File: src/rtl/core/cfir_pkg.sv
// Shared types and constants for the complex FIR filter unit.
`default_nettype none
package cfir_pkg;

  // Input command codes
  localparam logic CMD_TAP    = 1'b0;
  localparam logic CMD_SAMPLE = 1'b1;

  // Fixed field and register widths
  localparam int IDX_BITS = 6;
  localparam int LEN_BITS = 7;
  localparam int OFS_BITS = 6;

  // Configuration port
  localparam int CFG_ADDR_BITS = 3;
  localparam int CFG_DATA_BITS = 32;
  localparam logic CFG_REG_LEN = 1'b0;
  localparam logic CFG_REG_OFS = 1'b1;
  localparam logic [LEN_BITS-1:0] LEN_RESET = 7'd64;
  localparam logic [OFS_BITS-1:0] OFS_RESET = 6'd0;

  // Queue between front and back
  localparam int QDEPTH = 2;

  // Classified operation carried from front to back
  typedef enum logic [1:0] {
    OP_NOP,
    OP_TAP,
    OP_SAMPLE
  } op_t;

  // Back end sequencer states
  typedef enum logic [1:0] {
    ST_IDLE,
    ST_RUN,
    ST_DRAIN,
    ST_DONE
  } bk_state_t;

  // Configuration registers as seen by the back end
  typedef struct packed {
    logic [LEN_BITS-1:0] taps_in_use;
    logic [OFS_BITS-1:0] tap_offset;
  } cfir_cfg_t;

endpackage
`default_nettype wire

File: src/rtl/core/cfir_in_if.sv
// Input channel: tap writes and sample pushes.
`default_nettype none
interface cfir_in_if #(
  parameter int SAMPLE_BITS = 16,
  parameter int COEFF_BITS  = 16
);
  logic                          valid;
  logic                          ready;
  logic                          cmd;
  logic [5:0]                    tap_index;
  logic signed [COEFF_BITS-1:0]  tap_real;
  logic signed [COEFF_BITS-1:0]  tap_imag;
  logic signed [SAMPLE_BITS-1:0] sample_real;
  logic signed [SAMPLE_BITS-1:0] sample_imag;

  modport source (
    output valid, cmd, tap_index, tap_real, tap_imag, sample_real, sample_imag,
    input  ready
  );
  modport sink (
    input  valid, cmd, tap_index, tap_real, tap_imag, sample_real, sample_imag,
    output ready
  );
endinterface
`default_nettype wire

File: src/rtl/core/cfir_front.sv
// Front end: accepts input transactions, classifies them, and queues them.
`default_nettype none
module cfir_front
  import cfir_pkg::*;
#(
  parameter int MAX_TAPS    = 64,
  parameter int SAMPLE_BITS = 16,
  parameter int COEFF_BITS  = 16
) (
  input  wire logic                          clk,
  input  wire logic                          rst_n,
  cfir_in_if.sink                            in_ch,
  output      logic                          q_valid,
  input  wire logic                          q_ready,
  output      op_t                           q_op,
  output      logic [IDX_BITS-1:0]           q_tap_index,
  output      logic signed [COEFF_BITS-1:0]  q_tap_real,
  output      logic signed [COEFF_BITS-1:0]  q_tap_imag,
  output      logic signed [SAMPLE_BITS-1:0] q_sample_real,
  output      logic signed [SAMPLE_BITS-1:0] q_sample_imag
);
  localparam int PTR_BITS = $clog2(QDEPTH);
  localparam int CNT_BITS = $clog2(QDEPTH + 1);

  op_t                           op_r   [QDEPTH];
  logic [IDX_BITS-1:0]           idx_r  [QDEPTH];
  logic signed [COEFF_BITS-1:0]  tre_r  [QDEPTH];
  logic signed [COEFF_BITS-1:0]  tim_r  [QDEPTH];
  logic signed [SAMPLE_BITS-1:0] sre_r  [QDEPTH];
  logic signed [SAMPLE_BITS-1:0] sim_r  [QDEPTH];

  logic [PTR_BITS-1:0] wr_ptr_r, wr_ptr_nxt;
  logic [PTR_BITS-1:0] rd_ptr_r, rd_ptr_nxt;
  logic [CNT_BITS-1:0] cnt_r, cnt_nxt;
  logic                push, pop;
  op_t                 op_class;

  // Classify: out-of-range tap writes become no-ops
  always_comb begin
    if (in_ch.cmd == CMD_SAMPLE) begin
      op_class = OP_SAMPLE;
    end else if (32'(in_ch.tap_index) < MAX_TAPS) begin
      op_class = OP_TAP;
    end else begin
      op_class = OP_NOP;
    end
  end

  assign in_ch.ready = (cnt_r != CNT_BITS'(QDEPTH));
  assign push        = in_ch.valid && in_ch.ready;
  assign q_valid     = (cnt_r != '0);
  assign pop         = q_valid && q_ready;

  // Queue pointers and occupancy
  always_comb begin
    wr_ptr_nxt = wr_ptr_r;
    rd_ptr_nxt = rd_ptr_r;
    cnt_nxt    = cnt_r;
    if (push) begin
      wr_ptr_nxt = (wr_ptr_r == PTR_BITS'(QDEPTH - 1)) ? '0 : wr_ptr_r + 1'b1;
    end
    if (pop) begin
      rd_ptr_nxt = (rd_ptr_r == PTR_BITS'(QDEPTH - 1)) ? '0 : rd_ptr_r + 1'b1;
    end
    if (push && !pop) begin
      cnt_nxt = cnt_r + 1'b1;
    end else if (pop && !push) begin
      cnt_nxt = cnt_r - 1'b1;
    end
  end

  always_ff @(posedge clk) begin
    if (!rst_n) begin
      wr_ptr_r <= '0;
      rd_ptr_r <= '0;
      cnt_r    <= '0;
    end else begin
      wr_ptr_r <= wr_ptr_nxt;
      rd_ptr_r <= rd_ptr_nxt;
      cnt_r    <= cnt_nxt;
    end
  end

  // Queue storage
  always_ff @(posedge clk) begin
    if (push) begin
      op_r[wr_ptr_r]  <= op_class;
      idx_r[wr_ptr_r] <= in_ch.tap_index;
      tre_r[wr_ptr_r] <= in_ch.tap_real;
      tim_r[wr_ptr_r] <= in_ch.tap_imag;
      sre_r[wr_ptr_r] <= in_ch.sample_real;
      sim_r[wr_ptr_r] <= in_ch.sample_imag;
    end
  end

  assign q_op          = op_r[rd_ptr_r];
  assign q_tap_index   = idx_r[rd_ptr_r];
  assign q_tap_real    = tre_r[rd_ptr_r];
  assign q_tap_imag    = tim_r[rd_ptr_r];
  assign q_sample_real = sre_r[rd_ptr_r];
  assign q_sample_imag = sim_r[rd_ptr_r];
endmodule
`default_nettype wire

File: src/flat_wrapper.sv
// flat-port wrapper written by rule: the top's interface ports become plain ports
module cfir_front_flat import cfir_pkg::*;
#(
  parameter int MAX_TAPS    = 64,
  parameter int SAMPLE_BITS = 16,
  parameter int COEFF_BITS  = 16
)
  (clk, rst_n, q_valid, q_ready, q_op, q_tap_index, q_tap_real, q_tap_imag, q_sample_real, q_sample_imag, in_ch_valid, in_ch_cmd, in_ch_tap_index, in_ch_tap_real, in_ch_tap_imag, in_ch_sample_real, in_ch_sample_imag, in_ch_ready);
  cfir_in_if #(.SAMPLE_BITS(SAMPLE_BITS), .COEFF_BITS(COEFF_BITS)) in_ch_i ();
  input  wire logic clk;
  input  wire logic rst_n;
  output      logic q_valid;
  input  wire logic q_ready;
  output      op_t q_op;
  output      logic [IDX_BITS-1:0] q_tap_index;
  output      logic signed [COEFF_BITS-1:0] q_tap_real;
  output      logic signed [COEFF_BITS-1:0] q_tap_imag;
  output      logic signed [SAMPLE_BITS-1:0] q_sample_real;
  output      logic signed [SAMPLE_BITS-1:0] q_sample_imag;
  input wire logic [$bits(in_ch_i.valid)-1:0] in_ch_valid;
  input wire logic [$bits(in_ch_i.cmd)-1:0] in_ch_cmd;
  input wire logic [$bits(in_ch_i.tap_index)-1:0] in_ch_tap_index;
  input wire logic [$bits(in_ch_i.tap_real)-1:0] in_ch_tap_real;
  input wire logic [$bits(in_ch_i.tap_imag)-1:0] in_ch_tap_imag;
  input wire logic [$bits(in_ch_i.sample_real)-1:0] in_ch_sample_real;
  input wire logic [$bits(in_ch_i.sample_imag)-1:0] in_ch_sample_imag;
  output wire logic [$bits(in_ch_i.ready)-1:0] in_ch_ready;
  assign in_ch_i.valid = in_ch_valid;
  assign in_ch_i.cmd = in_ch_cmd;
  assign in_ch_i.tap_index = in_ch_tap_index;
  assign in_ch_i.tap_real = in_ch_tap_real;
  assign in_ch_i.tap_imag = in_ch_tap_imag;
  assign in_ch_i.sample_real = in_ch_sample_real;
  assign in_ch_i.sample_imag = in_ch_sample_imag;
  assign in_ch_ready = in_ch_i.ready;
  cfir_front #(.MAX_TAPS(MAX_TAPS), .SAMPLE_BITS(SAMPLE_BITS), .COEFF_BITS(COEFF_BITS)) u_core (.clk(clk), .rst_n(rst_n), .in_ch(in_ch_i), .q_valid(q_valid), .q_ready(q_ready), .q_op(q_op), .q_tap_index(q_tap_index), .q_tap_real(q_tap_real), .q_tap_imag(q_tap_imag), .q_sample_real(q_sample_real), .q_sample_imag(q_sample_imag));
endmodule
File: config.mk
export PLATFORM = sky130hd
export DESIGN_NAME = cfir_front_flat
export DESIGN_NICKNAME = d
export VERILOG_FILES = /design/src/rtl/core/cfir_pkg.sv /design/src/rtl/core/cfir_in_if.sv /design/src/rtl/core/cfir_front.sv /design/src/flat_wrapper.sv
export SDC_FILE = /design/constraint.sdc
export NUM_CORES = 1
export LEC_CHECK = 0
export BUFFER_PORTS_ARGS = -buffer_cell sky130_fd_sc_hd__clkbuf_2
export CAP_MARGIN = 20
export CORE_UTILIZATION = 50
export CTS_CLUSTER_SIZE = 24
export DETAILED_ROUTE_END_ITERATION = 10
export GPL_TIMING_DRIVEN = 0
export PLACE_DENSITY = 0.78
export SETUP_SLACK_MARGIN = 0.02
export SLEW_MARGIN = 20
export SYNTH_ARGS = -nofsm -noshare
export SYNTH_HDL_FRONTEND = slang
export SYNTH_SLANG_ARGS = --single-unit
File: constraint.sdc
create_clock -name clk -period 3.08 [get_ports clk]
set_input_delay 0.308 -clock clk [delete_from_list [all_inputs] [get_ports clk]]
set_output_delay 0.308 -clock clk [all_outputs]
set_load 0.03 [all_outputs]
* Word-level counts from Yosys, hierarchy flattened
Memory sizes are Yosys's and may differ from the RTL's. A register that Yosys moved wholly into a read port is not among the register bits. Index checks and enable logic that the tools add are counted.
Operators by class: $add $sub $neg 4, equal/unequal tests 1, mux-type cells 19, reduce and logical (&&, ||, !) cells 8
Operators by type and width (count):
- $mux 1 | 16
- $mux 2 | 3
- $logic_and 1x1->1 | 4
- $reduce_bool 2->1 | 2
- $add 1x1->1 const B | 2
- $add 2x1->2 const B | 1
- $logic_not 1->1 | 2
- $ne 2x2->1 const B | 1
- $sub 2x1->2 const B | 1
Word-level totals: register bits after elaboration 4, bits in writable memories 144, input bits 75, output and inout bits 74, memories 6
Memories:
- u_core.sim_r | words 2, width 16, read ports 1, clocked after Yosys merged registers in 1, wr ports 1, line cfir_front.sv:30 | logic signed [SAMPLE_BITS-1:0] sim_r [QDEPTH];
- u_core.sre_r | words 2, width 16, read ports 1, clocked after Yosys merged registers in 1, wr ports 1, line cfir_front.sv:29 | logic signed [SAMPLE_BITS-1:0] sre_r [QDEPTH];
- u_core.tim_r | words 2, width 16, read ports 1, clocked after Yosys merged registers in 1, wr ports 1, line cfir_front.sv:28 | logic signed [COEFF_BITS-1:0] tim_r [QDEPTH];
- u_core.tre_r | words 2, width 16, read ports 1, clocked after Yosys merged registers in 1, wr ports 1, line cfir_front.sv:27 | logic signed [COEFF_BITS-1:0] tre_r [QDEPTH];
- u_core.idx_r | words 2, width 6, read ports 1, clocked after Yosys merged registers in 1, wr ports 1, line cfir_front.sv:26 | logic [IDX_BITS-1:0] idx_r [QDEPTH];
- u_core.op_r | words 2, width 2, read ports 1, clocked after Yosys merged registers in 1, wr ports 1, line cfir_front.sv:25 | op_t op_r [QDEPTH];

* Longest topological paths before layout
Gate-level depths: netlist of run 1.
depth in word-level cells 6, mapped depth 6, mapped depth without buffers 6

* Least setup slack after synthesis of run 1
No wires, ideal clock.
path type flip-flop to flip-flop, start point register u_core.cnt_r[0], end point memory u_core.idx_r[1][0] (enable), arrival time 2366 ps, data required time 2642 ps, setup slack 276 ps, stages on the path, launching flop included 3, path buffers 0, clock period less this slack 2804 ps, cell sequence dfxtp_1 nand2b_4 and3_1
Between the ends: word-level cells in the longest chain between the ends 4
RTL lines:
- from (decl) | line cfir_front.sv:34 | logic [CNT_BITS-1:0] cnt_r, cnt_nxt;
- from (signal assigned) | line cfir_front.sv:80 | cnt_r <= cnt_nxt;
- $ne 2x2->1 | line cfir_front.sv:49 | assign in_ch.ready = (cnt_r != CNT_BITS'(QDEPTH));
- named net in_ch_ready | line flat_wrapper.sv:27 | output wire logic [$bits(in_ch_i.ready)-1:0] in_ch_ready;
- $logic_and 1x1->1 | line cfir_front.sv:50 | assign push = in_ch.valid && in_ch.ready;
- $mux 1 | line cfir_front.sv:86 | if (push) begin
- $mux 1 (not written as such) | line cfir_front.sv:88 | idx_r[wr_ptr_r] <= in_ch.tap_index;
- to (decl) | line cfir_front.sv:26
The timed path passes the listed nets, and every way through them passes these cells.

==> run_results.csv, run 1 <==
group,metric,value,unit
status,outcome,"completed",
place,port_buffers,148,
synth,syn_nets,325,
final_layout,n_fill_cell,644,
worst_setup_path,cp_max_fo,10,
clocking,cts_buffer_depth,2,
place,dp_hpwl,6090,um
global_routing,gr-total-overflow,0,
routing,drt_iter0_drc,129,
timing,tightestPinTransition,0.526,ns
global_routing,grt_first_pass_wirelength,15400,um
worst_setup_path,cp.required,2.77,ns
timing,hold_viol_final,0,
worst_setup_path,crit_buf_inv,3,
routing,via_per_inst,4.88,
worst_setup_path,path_class,"reg2out",
worst_setup_path,slowest_delay,0.38,ns
die,die_w,106,um
synth,synth.avg_cell_area,21.8,um^2
timing,setup_tns,0,ns
die,initial_core_util,0.520,
worst_setup_path,start_kind,"flip-flop",
routing,final_antenna_net_count,0,
clocking,cts_num_sinks,149,
clocking,htree_levels,4,
place,dp.cells,535,
die,row_count,37,
timing,post-route-min-period,2.22,ns
timing,maxSlewViolCount,0,
synth,ys_seq_area_frac,0.816,
timing,max_freq,451,MHz
global_routing,grt_max_degree,38,
routing,drt-pass1-iter-count,4,
clocking,insertion_delay,0.52,ns
routing,route.detailed.drc,0,
timing,rsz0062_at_grt,"false",
global_routing,grt_usage,0.186,
hold_path,hp-class,"in2reg",
timing,finalSetupViolCount,0,
final_layout,antenna_cells,0,
global_routing,grt_pass1_vias,3264,
synth,synth_area,5420,um^2
worst_setup_path,cp-end-kind,"output port",
routing,wire_per_inst,15.8,um
place,gp_congestion,0.717,
worst_setup_path,critPathMostFrequentCell,"buf_2",
clocking,path_clk_slew,0.06,ns
worst_setup_path,worstPathCellList,"buf_2 > buf_2 > mux2_2 > clkbuf_2",
pwr,vdd.ir_drop.worst,0.666,mV
routing,via_count,3113,
timing,max-slew-margin-rel,0.649,
die,core_area,10400,um^2
clocking,cts_made_buffers,17,
synth,synthCells,249,
final_layout,final_cells,638,
timing,fin_crit_sh,0.720,
die,pin_count,149,
final_layout,drive_above_1_share,0.524,
flow_run,drv_cap,0,
clocking,cts_setup_buffers,0,
synth,ys_ff_latch,149,
pwr,p_leak,2.97,nW
die,die_h,106,um
pwr,power_density,851,nW/um^2
clocking,root_buffer,"clkbuf_8",
final_layout,area_growth,41.8,%
global_routing,antenna_found_initial,0,
routing,routed_wl,10100,um
final_layout,fin_nets,565,
synth,yosysUniqueCellTypes,19,
die,die_area,11300,um^2
clocking,cts_tree,"built",
worst_setup_path,cp_top_family,"buffers and inverters",
synth,synth_warnings,0,
timing,holdWs,0.0552,ns
worst_setup_path,arrival,1.91,ns
worst_setup_path,cpMaxStageDelayCell,"mux2_2",
timing,skew,0.00668,ns
[timing repair]
item	4_1_cts	5_1_grt
endpoints found under the hold margin	142	0
resized for setup	0	0
hold buffers	71	0
[where the power goes]
| group | switching (W) | total, W | internal (W) |
|---|---|---|---|
| Combinational | 0.00120 | 0.00189 | 0.000699 |
| Sequential | 0.0000708 | 0.00260 | 0.00253 |
| Clock | 0.000744 | 0.00204 | 0.00130 |
| Total | 0.00201 | 0.00654 | 0.00453 |
[state kept, by name (all words and copies together), names as in the netlist, named ones only]
name             flops
u_core.tre_r        32
u_core.idx_r        12
u_core.tim_r        32
u_core.op_r          4
u_core.wr_ptr_r      1
u_core.sre_r        32
u_core.sim_r        32
u_core.cnt_r         2
u_core.rd_ptr_r      1
[logic make-up after synthesis]
family	after synthesis	share of synthesized area
DFF	149	0.816
and+or+nand+nor	9	0.0120
AOI/OAI and AO/OA	5	0.00646
xor gates and xnor gates	3	0.00485
buffers and inverters	10	0.00877
muxes	72	0.150
adders and majority gates	1	0.00231
[layout make-up]
class	count	area [um^2]	area share
plain buffers	8	40.0	0.00521
repair buffers	221	1490	0.194
flip-flops and latches	149	4420	0.576
clock buffers	24	470	0.0612
inverters	2	10.0	0.00130
well taps	136	170	0.0221
multi-input cells	90	955	0.124
clock inverters	8	126	0.0164
[stage by stage]
stage | instance area [um^2] | util | power [W] | setup WS (ns)
after floorplan | 5420 | - | 0.00397 | 0.276
after global placement | 6330 | 0.608 | 0.00444 | -0.492
after detailed placement | 6380 | 0.612 | 0.00447 | 1.29
after CTS | 7690 | 0.738 | 0.00658 | 0.820
after global routing | 7690 | 0.738 | 0.00679 | 0.762
final | 7690 | 0.738 | 0.00654 | 0.864
[path summary, 6_finish.rpt]
check,slack (ns),end,from,depth (start not counted)
worst max register to register,1.31,u_core.tim_r[0][15],u_core.cnt_r[0],4
worst max-delay path,0.86,q_tap_imag[15],flip-flop,4
worst min-delay path,0.06,flip-flop,rst_n,2
worst min register to register,0.58,u_core.cnt_r[1],u_core.cnt_r[1],2
[routing by layer]
layer	vias to the layer above	share of wire	wire length, um	global-route usage
li1	1471	-	-	-
met1	1499	0.42	4210	0.220
met2	123	0.51	5110	0.310
met3	20	0.056	566	0.0607
met4	0	0.018	181	0.0833
met5	-	0	0	0
[worst reg2reg max path, stage by stage, from the launching register on]
cell and delay, ns:
dfxtp_1 0.41, nand2b_4 0.18, nand3b_1 0.15, inv_4 0.42
buf_12 0.29
[synthesized netlist by cell type]
master	instances	area (um^2)
and3_1	1	6.26
a21boi_1	1	7.51
dfxtp_1	5	100
xnor2_1	2	17.5
a21bo_2	1	10.0
buf_2	8	40.0
nand2b_4	1	13.8
or2_2	1	6.26
nand3b_1	1	7.51
a21boi_0	1	7.51
mux2_2	72	811
ha_1	1	12.5
o21ai_1	1	5.00
edfxtp_1	144	4320
o21ai_0	1	5.00
and2_1	4	25.0
xor2_1	1	8.76
inv_1	2	7.51
or3_1	1	6.26
[layout by cell type, fill, tap and decap left out, drive strengths merged]
cell type	count
a21bo	1
a21boi	2
and2	4
and3	1
buf	10
bufinv	3
clkbuf	172
clkinv	2
clkinvlp	3
dfxtp	5
dlygate4sd3	71
edfxtp	144
ha	1
inv	2
mux2	72
nand2b	1
nand3b	1
o21ai	2
or2	1
or3	1
xnor2	2
xor2	1
No activity file was read; power rests on OpenSTA's default activity.
==> run 2: changes to the inputs <==
clock period = 2.23 ns   (was 3.08 ns; I/O delays follow)
==> run_results.csv, run 2 (synthesized netlist as in run 1, its figures left out) <==
group,metric,value,unit
die,die_h,106,um
final_layout,antenna_cells,0,
clocking,root_buffer,"clkbuf_8",
clocking,path_clk_slew,0.06,ns
global_routing,antenna_found_initial,0,
timing,maxSlewViolCount,0,
timing,fin_crit_sh,0.952,
timing,rsz0062_at_grt,"true",
global_routing,grt.busiest_layer,"met2",
timing,holdWs,0.0891,ns
global_routing,grtUsageMet2,0.355,
clocking,insertion_delay,0.50,ns
timing,tightestPinTransition,0.533,ns
routing,route.detailed.drc,0,
worst_setup_path,cp.required,2.01,ns
global_routing,gr-total-overflow,0,
die,core_area,10400,um^2
timing,max_freq,471,MHz
global_routing,grt_pass1_vias,3355,
global_routing,use_met1,0.218,
worst_setup_path,arrival,1.90,ns
worst_setup_path,critPathMostFrequentCell,"buf_2",
place,placed_area,6400,um^2
die,die_w,106,um
clocking,cts_resized,0,
status,outcome,"completed",
worst_setup_path,slowest_delay,0.38,ns
routing,wire_per_inst,16.4,um
timing,finalSetupViolCount,0,
final_layout,drive_above_1_share,0.526,
routing,drt_iter0_drc,160,
place,dp_worst_setup_slack,0.437,ns
timing,max-slew-margin-rel,0.645,
pwr,p_sw,0.00286,W
worst_setup_path,cpMaxStageDelayCell,"mux2_2",
pwr,p_leak,2.95,nW
final_layout,fin_nets,567,
place,gp_congestion,0.685,
timing,final.setup.worst_slack,0.106,ns
die,row_count,37,
hold_path,hp-class,"in2reg",
timing,setup_tns,0,ns
timing,post-route-min-period,2.12,ns
die,die_area,11300,um^2
die,pin_count,149,
final_layout,n_fill_cell,667,
global_routing,grt_util_met3,0.0540,
clocking,cts_buffer_depth,2,
pwr,vdd.ir_drop.worst,0.674,mV
routing,via_per_inst,4.87,
clocking,htree_levels,4,
final_layout,final_cells,640,
place,dp.cells,536,
clocking,cts_tree,"built",
worst_setup_path,cp_max_fo,10,
global_routing,grt_usage,0.195,
global_routing,grt_max_degree,38,
routing,routed_wl,10500,um
pwr,power_frac_seq,0.408,
worst_setup_path,path_class,"reg2out",
clocking,cts_setup_buffers,0,
timing,skew,0.00760,ns
routing,final_antenna_net_count,0,
pwr,switching_share,0.324,
final_layout,final_common_cell,"clkbuf_2",
timing,hold_viol_final,0,
pwr,p_comb_frac,0.301,
worst_setup_path,cp-end-kind,"output port",
routing,via_count,3117,
clocking,cts_num_sinks,149,
clocking,cts_made_buffers,17,
routing,drt-pass1-iter-count,4,
worst_setup_path,start_kind,"flip-flop",
pwr,p_clk_frac,0.292,
place,port_buffers,148,
final_layout,final_cell_mix,"clkbuf_2 (148), edfxtp_1 (144), mux2_2 (72), dlygate4sd3_1 (72), clkbuf_16 (16)",
worst_setup_path,worstPathCellList,"buf_2 > buf_2 > mux2_2 > clkbuf_2",
die,initial_core_util,0.520,
pwr,p_int,0.00597,W
place,dp_hpwl,6120,um
final_layout,area_growth,41.4,%
pwr,power_density,1150,nW/um^2
global_routing,grt_first_pass_wirelength,16400,um
flow_run,drv_cap,0,
final_layout,stdcell_area,7660,um^2
run 2: changes by cell type in the layout (fill, tap and decap cells not counted):
cell           change
clkbuf_1           -3
dlygate4sd3_1      +1
bufinv_16          -2
inv_4              -1
clkbuf_8           -3
clkinv_1           +2
inv_6              +5
buf_12             +1
clkinvlp_4         +2
run 2: cell type report:
cell class                 count  area (um^2)  area share
timing repair buffer         223         1520       0.198
sequential                   149         4420       0.577
clock buffer                  18          418      0.0545
clock inverter                14          125      0.0163
multi-input combinational     90          955       0.125
buffer                         8         40.0     0.00522
tap                          136          170      0.0222
inverter                       2         11.3     0.00147
run 2: worst max-delay path: cells and delay by family (launching register included):
kind     cells  cell delay, ns
mux          1            0.38
flops        1            0.30
buf+inv      3            0.71
run 2: worst paths after layout:
kind / start / cells after the start / slack, ns / to
setup / recovery: flip-flop / 4 / 0.11 / q_sample_real[2]
hold / removal: in_ch_valid / 3 / 0.09 / u_core.wr_ptr_r
setup reg to reg: u_core.cnt_r[0] / 3 / 0.42 / u_core.sim_r[1][13]
hold reg to reg: u_core.cnt_r[1] / 2 / 0.58 / u_core.cnt_r[1]
run 2: timing repair:
| action | in CTS | in global routing |
|---|---|---|
| endpoints found under the setup margin | 0 | 66 |
| hold buffers | 72 | 0 |
| endpoints found under the hold margin | 149 | 0 |
run 2: stage by stage:
step	utilization	power [W]
2_1_floorplan	-	0.00548
3_3_place_gp	0.608	0.00611
3_5_place_dp	0.615	0.00620
4_1_cts	0.736	0.00888
5_1_grt	0.736	0.00916
6_report	0.736	0.00883
run 2: power groups by stage:
stage / Clock [W] / Sequential, W / Combinational [W]
after floorplan: 0 / 0.00363 / 0.00185
after global placement: 0 / 0.00365 / 0.00246
after detailed placement: 0 / 0.00365 / 0.00255
after CTS: 0.00262 / 0.00359 / 0.00266
after global routing: 0.00273 / 0.00363 / 0.00280
final: 0.00257 / 0.00360 / 0.00265
run 2: metal layers:
| layer | routed length [um] | vias up | part of all wire |
|---|---|---|---|
| met5 | 0 | - | 0 |
| met4 | 136 | 0 | 0.013 |
| met3 | 509 | 13 | 0.049 |
| met2 | 5780 | 114 | 0.55 |
| met1 | 4050 | 1516 | 0.39 |
| li1 | - | 1474 | - |
